==> src/rtl/core/pal_pkg.sv <==
// Shared types and constants for the positional array list.
package pal_pkg;

	localparam int KIND_W    = 2;
	localparam int POS_W     = 5;
	localparam int DATA_W    = 32;
	localparam int CAP_W     = 5;
	localparam int STATUS_W  = 2;
	localparam int CNT_OUT_W = 5;
	localparam int TDATA_W   = 40;

	localparam logic [CAP_W-1:0] CAP_RESET = 5'd16;

	typedef enum logic [KIND_W-1:0] {
		KIND_FIND   = 2'd0,
		KIND_INSERT = 2'd1,
		KIND_DELETE = 2'd2,
		KIND_UPDATE = 2'd3
	} kind_t;

	typedef enum logic [STATUS_W-1:0] {
		ST_OK    = 2'd0,
		ST_RANGE = 2'd1,
		ST_FULL  = 2'd2
	} status_t;

	// broadcast to every cell of the chain
	typedef enum logic [1:0] {
		CELL_HOLD   = 2'd0,
		CELL_INSERT = 2'd1,
		CELL_DELETE = 2'd2,
		CELL_WRITE  = 2'd3
	} cell_op_t;

endpackage

==> src/rtl/core/pal_cell.sv <==
// One entry of the list: holds a word, shifts from its neighbors on insert/delete.
module pal_cell #(
	parameter int IDX        = 0,
	parameter int IDX_W      = 4,
	parameter int VALUE_BITS = 32
) (
	input  logic                  clk,
	input  pal_pkg::cell_op_t     op,
	input  logic [IDX_W-1:0]      target,
	input  logic [VALUE_BITS-1:0] wr_value,
	input  logic [VALUE_BITS-1:0] left_data,
	input  logic [VALUE_BITS-1:0] right_data,
	output logic [VALUE_BITS-1:0] data
);

	localparam logic [IDX_W-1:0] MY_IDX = IDX_W'(IDX);

	logic [VALUE_BITS-1:0] data_q;

	always_ff @(posedge clk) begin
		case (op)
			pal_pkg::CELL_INSERT: begin
				if (MY_IDX > target) begin
					data_q <= left_data;
				end else if (MY_IDX == target) begin
					data_q <= wr_value;
				end
			end
			pal_pkg::CELL_DELETE: begin
				if (MY_IDX >= target) begin
					data_q <= right_data;
				end
			end
			pal_pkg::CELL_WRITE: begin
				if (MY_IDX == target) begin
					data_q <= wr_value;
				end
			end
			default: begin
			end
		endcase
	end

	assign data = data_q;

endmodule

==> src/rtl/core/positional_array_list.sv <==
// Top level of the positional array list: request decode, cell chain, result register.
//
// Usage:
//  - Requests enter on the s_ side (s_tvalid/s_tready/s_tdata). A transfer
//    carries kind (find, insert-after, delete, update), a signed position
//    (-1 = front for insert) and a value.
//  - Each request yields exactly one result on the m_ side: status, the word
//    read by a successful find (else zero), the new count and an empty flag.
//  - Capacity is written on cfg_valid/cfg_data (always ready); values above
//    DEPTH saturate to DEPTH. Write it only while no request is in flight.
// Timing:
//  - One request per cycle while results are being taken. The entries sit in a
//    chain of DEPTH cells; an insert or delete moves every entry past the
//    target one place at once, so the shift never iterates. The result shows
//    on m_tvalid in the cycle after the request transfer.
//  - A stalled result holds in the output register; a new request is taken
//    in the cycle the held result is taken (s_tready = !m_tvalid | m_tready).
// Reset:
//  - arst_n clears the count and the result valid and sets capacity to 16.
//    Cell contents are not cleared; only entries below the count are read.
module positional_array_list #(
	parameter int DEPTH      = 16,
	parameter int VALUE_BITS = 32
) (
	input  logic                         clk,
	input  logic                         arst_n,
	// capacity register write channel
	input  logic                         cfg_valid,
	output logic                         cfg_ready,
	input  logic [pal_pkg::CAP_W-1:0]    cfg_data,
	// requests: [1:0] kind, [6:2] position, [38:7] value, [39] zero
	input  logic                         s_tvalid,
	output logic                         s_tready,
	input  logic [pal_pkg::TDATA_W-1:0]  s_tdata,
	// results: [1:0] status, [33:2] read_value, [38:34] count, [39] empty_res
	output logic                         m_tvalid,
	input  logic                         m_tready,
	output logic [pal_pkg::TDATA_W-1:0]  m_tdata
);

	localparam int IDX_W  = (DEPTH > 1) ? $clog2(DEPTH) : 1;
	localparam int CNT_W  = $clog2(DEPTH + 1);
	localparam int CMP_W  = ((CNT_W > pal_pkg::POS_W) ? CNT_W : pal_pkg::POS_W) + 1;
	localparam int DW     = pal_pkg::DATA_W;

	localparam logic signed [CMP_W-1:0] DEPTH_X    = CMP_W'(DEPTH);
	localparam logic signed [CMP_W-1:0] MINUS_ONE  = '1;
	localparam logic signed [CMP_W-1:0] ZERO_X     = '0;
	localparam logic signed [CMP_W-1:0] ONE_X      = CMP_W'(1);

	// state
	logic [pal_pkg::CAP_W-1:0] capacity_q;
	logic [CNT_W-1:0]          count_q;
	logic                      out_valid_q;
	logic [DW-1:0]             read_value_q;
	pal_pkg::status_t          status_q;
	logic [CMP_W-1:0]          count_out_q;

	// request fields
	pal_pkg::kind_t            kind;
	logic [pal_pkg::POS_W-1:0] position;
	logic [DW-1:0]             value;
	logic                      accept;

	// decode
	logic signed [CMP_W-1:0]   pos_x;
	logic signed [CMP_W-1:0]   cnt_x;
	logic signed [CMP_W-1:0]   cap_x;
	logic signed [CMP_W-1:0]   cap_eff;
	logic signed [CMP_W-1:0]   tgt_x;
	logic signed [CMP_W-1:0]   cnt_nx_x;
	logic                      is_insert;
	logic                      range_bad;
	logic                      full;
	pal_pkg::status_t          status_nx;
	pal_pkg::cell_op_t         cell_op;
	logic [IDX_W-1:0]          target;
	logic [VALUE_BITS-1:0]     wr_value;
	logic [VALUE_BITS-1:0]     cell_data [DEPTH];
	logic [DW-1:0]             sel_value;
	logic [DW-1:0]             read_nx;

	assign kind     = pal_pkg::kind_t'(s_tdata[1:0]);
	assign position = s_tdata[6:2];
	assign value    = s_tdata[38:7];

	assign cfg_ready = 1'b1;
	assign s_tready  = !out_valid_q || m_tready;
	assign accept    = s_tvalid && s_tready;

	always_comb begin
		pos_x     = {{(CMP_W - pal_pkg::POS_W){position[pal_pkg::POS_W-1]}}, position};
		cnt_x     = {{(CMP_W - CNT_W){1'b0}}, count_q};
		cap_x     = {{(CMP_W - pal_pkg::CAP_W){1'b0}}, capacity_q};
		cap_eff   = (cap_x > DEPTH_X) ? DEPTH_X : cap_x;
		is_insert = (kind == pal_pkg::KIND_INSERT);
		// insert accepts -1..count-1, the rest 0..count-1
		if (is_insert) begin
			range_bad = (pos_x < MINUS_ONE) || (pos_x >= cnt_x);
		end else begin
			range_bad = (pos_x < ZERO_X) || (pos_x >= cnt_x);
		end
		full = (cnt_x >= cap_eff);
		if (range_bad) begin
			status_nx = pal_pkg::ST_RANGE;
		end else if (is_insert && full) begin
			status_nx = pal_pkg::ST_FULL;
		end else begin
			status_nx = pal_pkg::ST_OK;
		end
		tgt_x  = is_insert ? (pos_x + ONE_X) : pos_x;
		target = tgt_x[IDX_W-1:0];
	end

	always_comb begin
		cell_op  = pal_pkg::CELL_HOLD;
		cnt_nx_x = cnt_x;
		read_nx  = '0;
		if (status_nx == pal_pkg::ST_OK) begin
			case (kind)
				pal_pkg::KIND_INSERT: begin
					cell_op  = pal_pkg::CELL_INSERT;
					cnt_nx_x = cnt_x + ONE_X;
				end
				pal_pkg::KIND_DELETE: begin
					cell_op  = pal_pkg::CELL_DELETE;
					cnt_nx_x = cnt_x - ONE_X;
				end
				pal_pkg::KIND_UPDATE: cell_op = pal_pkg::CELL_WRITE;
				default:              read_nx = sel_value;
			endcase
		end
		if (!accept) begin
			cell_op = pal_pkg::CELL_HOLD;
		end
	end

	// value width adaption between the 32-bit field and the stored word
	generate
		if (VALUE_BITS >= DW) begin : g_wide
			assign wr_value  = VALUE_BITS'(value);
			assign sel_value = cell_data[target][DW-1:0];
		end else begin : g_narrow
			assign wr_value  = value[VALUE_BITS-1:0];
			assign sel_value = {{(DW - VALUE_BITS){1'b0}}, cell_data[target]};
		end
	endgenerate

	// chain of cells; cell i takes from i-1 on insert and from i+1 on delete
	genvar gi;
	generate
		for (gi = 0; gi < DEPTH; gi++) begin : g_cell
			logic [VALUE_BITS-1:0] left_w;
			logic [VALUE_BITS-1:0] right_w;
			if (gi == 0) begin : g_first
				assign left_w = wr_value;
			end else begin : g_mid_l
				assign left_w = cell_data[gi-1];
			end
			if (gi == DEPTH - 1) begin : g_last
				assign right_w = cell_data[gi];
			end else begin : g_mid_r
				assign right_w = cell_data[gi+1];
			end
			pal_cell #(
				.IDX        (gi),
				.IDX_W      (IDX_W),
				.VALUE_BITS (VALUE_BITS)
			) u_cell (
				.clk        (clk),
				.op         (cell_op),
				.target     (target),
				.wr_value   (wr_value),
				.left_data  (left_w),
				.right_data (right_w),
				.data       (cell_data[gi])
			);
		end
	endgenerate

	// control state
	always_ff @(posedge clk or negedge arst_n) begin
		if (!arst_n) begin
			capacity_q  <= pal_pkg::CAP_RESET;
			count_q     <= '0;
			out_valid_q <= 1'b0;
		end else begin
			if (cfg_valid && cfg_ready) begin
				capacity_q <= cfg_data;
			end
			if (accept) begin
				count_q     <= cnt_nx_x[CNT_W-1:0];
				out_valid_q <= 1'b1;
			end else if (m_tready) begin
				out_valid_q <= 1'b0;
			end
		end
	end

	// result payload
	always_ff @(posedge clk) begin
		if (accept) begin
			status_q     <= status_nx;
			read_value_q <= read_nx;
			count_out_q  <= cnt_nx_x;
		end
	end

	assign m_tvalid = out_valid_q;
	assign m_tdata  = {(count_out_q == ZERO_X),
	                   count_out_q[pal_pkg::CNT_OUT_W-1:0],
	                   read_value_q,
	                   status_q};

	// checks
	a_count_bound: assert property (@(posedge clk) disable iff (!arst_n)
		count_q <= CNT_W'(DEPTH))
		else $error("count above depth");

	a_refused_keeps_count: assert property (@(posedge clk) disable iff (!arst_n)
		(accept && status_nx != pal_pkg::ST_OK) |=> $stable(count_q))
		else $error("refused request changed the count");

	a_insert_counts_up: assert property (@(posedge clk) disable iff (!arst_n)
		(accept && is_insert && status_nx == pal_pkg::ST_OK)
		|=> count_q == $past(count_q) + CNT_W'(1))
		else $error("insert did not grow the count");

	a_read_zero: assert property (@(posedge clk) disable iff (!arst_n)
		(accept && !(kind == pal_pkg::KIND_FIND && status_nx == pal_pkg::ST_OK))
		|=> read_value_q == '0)
		else $error("read value nonzero without a successful find");

	a_full_only_insert: assert property (@(posedge clk) disable iff (!arst_n)
		(accept && status_nx == pal_pkg::ST_FULL) |-> (is_insert && !range_bad))
		else $error("full status on a non-insert");

endmodule

==> config.mk <==
export PLATFORM = sky130hd
export DESIGN_NAME = positional_array_list
export DESIGN_NICKNAME = d
export VERILOG_FILES = /design/src/rtl/core/pal_pkg.sv /design/src/rtl/core/pal_cell.sv /design/src/rtl/core/positional_array_list.sv
export SDC_FILE = /design/constraint.sdc
export NUM_CORES = 1
export LEC_CHECK = 0
export BUFFER_PORTS_ARGS = -buffer_cell sky130_fd_sc_hd__buf_2
export CAP_MARGIN = 25
export CORE_MARGIN = 4
export CORE_UTILIZATION = 50
export DETAILED_ROUTE_END_ITERATION = 12
export PLACE_DENSITY = 0.66
export SLEW_MARGIN = 20
export SYNTH_ARGS = -nofsm -noshare
export SYNTH_HDL_FRONTEND = slang
export SYNTH_SLANG_ARGS = --single-unit
==> constraint.sdc <==
create_clock -name clk -period 6.3 [get_ports clk]
set_clock_uncertainty 0.15 [all_clocks]
set_input_delay 1.575 -clock clk [delete_from_list [all_inputs] [get_ports clk]]
set_output_delay 1.575 -clock clk [all_outputs]
set_load 0.03 [all_outputs]
==> impl_results.md <==
* Sequential fraction of design power at 43.4%
* Ports at between 90 and 100
* Post-synthesis sequential area ratio at 46.7%
* CTS Buf Count at 67
* Yosys top cell by area: edfxtp_1
* Crit Path Max Fanout at 17
* PD cells at ~280 nW/µm²
* Chip Height at 277 µm
* Max-cap check violation count at 0
* Min cycle time layout at 5.23 ns
* Setup_tns at 0 ns
* Port buffer count at 90
* Slew Viols, Final at 0
* Mapped cell area at 36100 µm²
* Reg clk slew, reported paths at 0.06 ns
* Share of the synthesized area in the top cell type at 45.9%
* Final Cycle Share at 83.0%
* Yosys warning count at 0
* Share of layout cells above drive strength 1 at 18.0%
* Critical path class: input port to flip-flop
* Actual slew at the worst max-slew pin at 1.08 ns
* Largest cells by area after synthesis: edfxtp_1 (46%), mux2i_1 (14%), mux4_2 (10%)
* Routed len/inst at 32.3 µm
* Synthesized Nets at just over 3000
* Clk pwr share at 33.7%
* Most common cell in the netlist: edfxtp_1
* Critical path required time at 6.39 ns
* First-pass GRT wire length at 192000 µm
* Status: finished clean
* Combinational share of power at between 20% and 30%
* Total power at 11.1 mW
* Initial Util at between 50% and 60%
* Clock root cell: clkbuf_16
* Setup crit start kind: input port
* Ys async rst share at a little under 2%
* Hold_buf cts at 0
* P&R area growth vs syn at 10.8%
* Clock Sinks at approximately 560
* Core area at between 70000 and 80000 µm²
* Total congestion overflow at 0
* Most frequent cells after synthesis: edfxtp_1 (552), mux2i_1 (487), o21ai_0 (283)
* FP Rows at 98
* FMAX at between 0.15 and 0.2 GHz
* DRT Pass-1 Iters at 6
* Post-CTS Setup Bufs at 0
* Worst ir drop on vdd at 194 µV
* Synth Flop Type: edfxtp_1
* Final GP Congestion at just under 0.9
* Final Setup Violations at 0
* Post-Syn Instances at 3037
* Fin nets at 3062
* CTS max path bufs at 3
* Aggregate routed wire length at 129000 µm
* Unique cell type count in the Yosys netlist at 61
* Placement Cell Area at roughly 38000 µm²
* Critical path arrival at 5.32 ns
* Internal at 7.64 mW
* Die Area at 76500 µm²
* Static Leak at between 10 and 15 nW
* Final instance area at 40000 µm²
* EDFF count, synth at 552
* Slew Limit Headroom at 28.1%
* DR DRC count at 0
* Worst skew pair latency at 0.63 ns
* DRT iter0 DRCs at 4635
* Vias in the first global route at 29670
* CTS resizes at 0
* CTS tree: yes
* Initial antenna violation count at 6
* FF-to-FF path depth at 9
* NetSw at 3.46 mW
* Total track usage at between 30% and 40%
* Largest net degree at the start of global routing at 109
* RSZ-0062 raised after global routing: false
* Vias at 29894
* Final hold vios at 0
* HPWL after detailed placement at 77100 µm
* Post-DR vias/cell at 7.48
* CP Capture Type: flip-flop
* ANT nets after route at 0
* Hold Path Depth at 1
* Syn Area/Cell at around 12 µm²
* Seq cells post-synth at around 560
* Worst Hold Class: flip-flop to flip-flop
* H-tree depth at 3
* Switch share at around 31%
* Die span in x at about 280 µm
## final cells by class
class / count / area, µm²
Antenna cell: 3 / 7.51
Multi-Input combinational cell: 1995 / 17600
Inverter: 145 / 544
Tap cell: 950 / 1190
Fill cell: 5767 / 31500
Clock inverter: 33 / 268
Clock buffer: 88 / 1780
Timing Repair Buffer: 221 / 1710
Sequential cell: 563 / 16900
## metrics by stage
step	worst slack, ns	util, %	hold WS [ns]	instances
after floorplan	0.346	-	0.323	3037
after global placement	0.675	53.0	0.343	3873
after detailed placement	0.546	53.1	0.354	3874
after CTS	1.17	55.9	0.367	3995
after global routing	0.943	55.9	0.392	3996
final	1.07	55.9	0.361	3998
## metal layers
layer  up-vias  track usage (%)  part of all wire, %
met5         -                0                    0
li1      12160                -                    -
met1     14969             44.6                   38
met4         0             15.2                  4.8
met3       403             10.2                   14
met2      2362             47.7                   43
## state kept, by name (all words and copies together) (netlist names)
register,flops
capacity_q,5
read_value_q,32
m_tvalid,1
count_q,5
status_q,2
count_out_q,6
g_cell.u_cell.data,512
## path summary, 6_finish.rpt
kind | startpoint | endpoint | slack [ns]
min in group asynchronous | arst_n | count_q[4] | 0.69
setup reg to reg | count_q[1] | g_cell[0].u_cell.data[8] | 1.78
max in group asynchronous | arst_n | capacity_q[4] | 5.01
hold reg to reg | capacity_q[3] | capacity_q[3] | 0.36
setup / recovery | s_tdata[5] | g_cell[0].u_cell.data[8] | 1.07
hold / removal | capacity_q[3] | capacity_q[3] | 0.36
## power groups by stage
stage	registers [mW]	clock network [mW]	logic, mW
after floorplan	4.85	0	1.59
after global placement	4.87	0	2.38
after detailed placement	4.89	0	2.46
after CTS	4.81	3.77	2.46
after global routing	4.85	3.94	2.66
final	4.82	3.74	2.54
## kinds of logic (layout without fill, tap and decap cells)
family / Yosys count / in the layout / share of synthesized area [%]
AO/OA/AOI/OAI: 960 / 960 / 18.5
multiplexers: 659 / 659 / 23.9
flip-flops: 563 / 563 / 46.7
buffers and inverters: 479 / 487 / 5.73
AND/OR/NAND/NOR: 345 / 345 / 4.21
adder cells (fa/ha/maj): 19 / 19 / 0.680
XOR/XNOR: 11 / 11 / 0.267
other: 1 / 4 / 0.0104
## cell usage in the layout, fill, tap and decap left out, types with 3 or more instances in the layout
cell / n
a211o_1: 33
a21o_1: 6
a21oi_1: 44
a21oi_4: 11
a22oi_1: 65
a31oi_1: 34
a32oi_1: 225
buf_12: 22
buf_2: 90
buf_4: 108
bufinv_16: 3
clkbuf_1: 20
clkbuf_16: 68
clkinv_1: 11
clkinv_2: 14
clkinv_8: 3
dfrtp_1: 10
diode_2: 3
edfxtp_1: 552
ha_1: 18
inv_1: 144
mux2_2: 12
mux2i_1: 481
mux2i_4: 6
mux4_2: 160
nand2_1: 178
nand2b_1: 4
nand3_1: 5
nand4_1: 3
nor2_1: 78
nor2_4: 15
nor2b_1: 37
o21ai_0: 282
o21ai_1: 74
o21ai_4: 6
o221ai_1: 160
or2_2: 3
xnor2_1: 7
## worst max-delay path: stages
cell and delay, ns:
buf_2 0.29, ha_1 0.31, and4bb_1 0.22, o21a_1 0.15, o31ai_4 0.57, nand3_1 0.27, a21o_1 0.45, a21oi_4 0.90
buf_4 0.55
No activity file was read; power rests on OpenSTA's default activity.
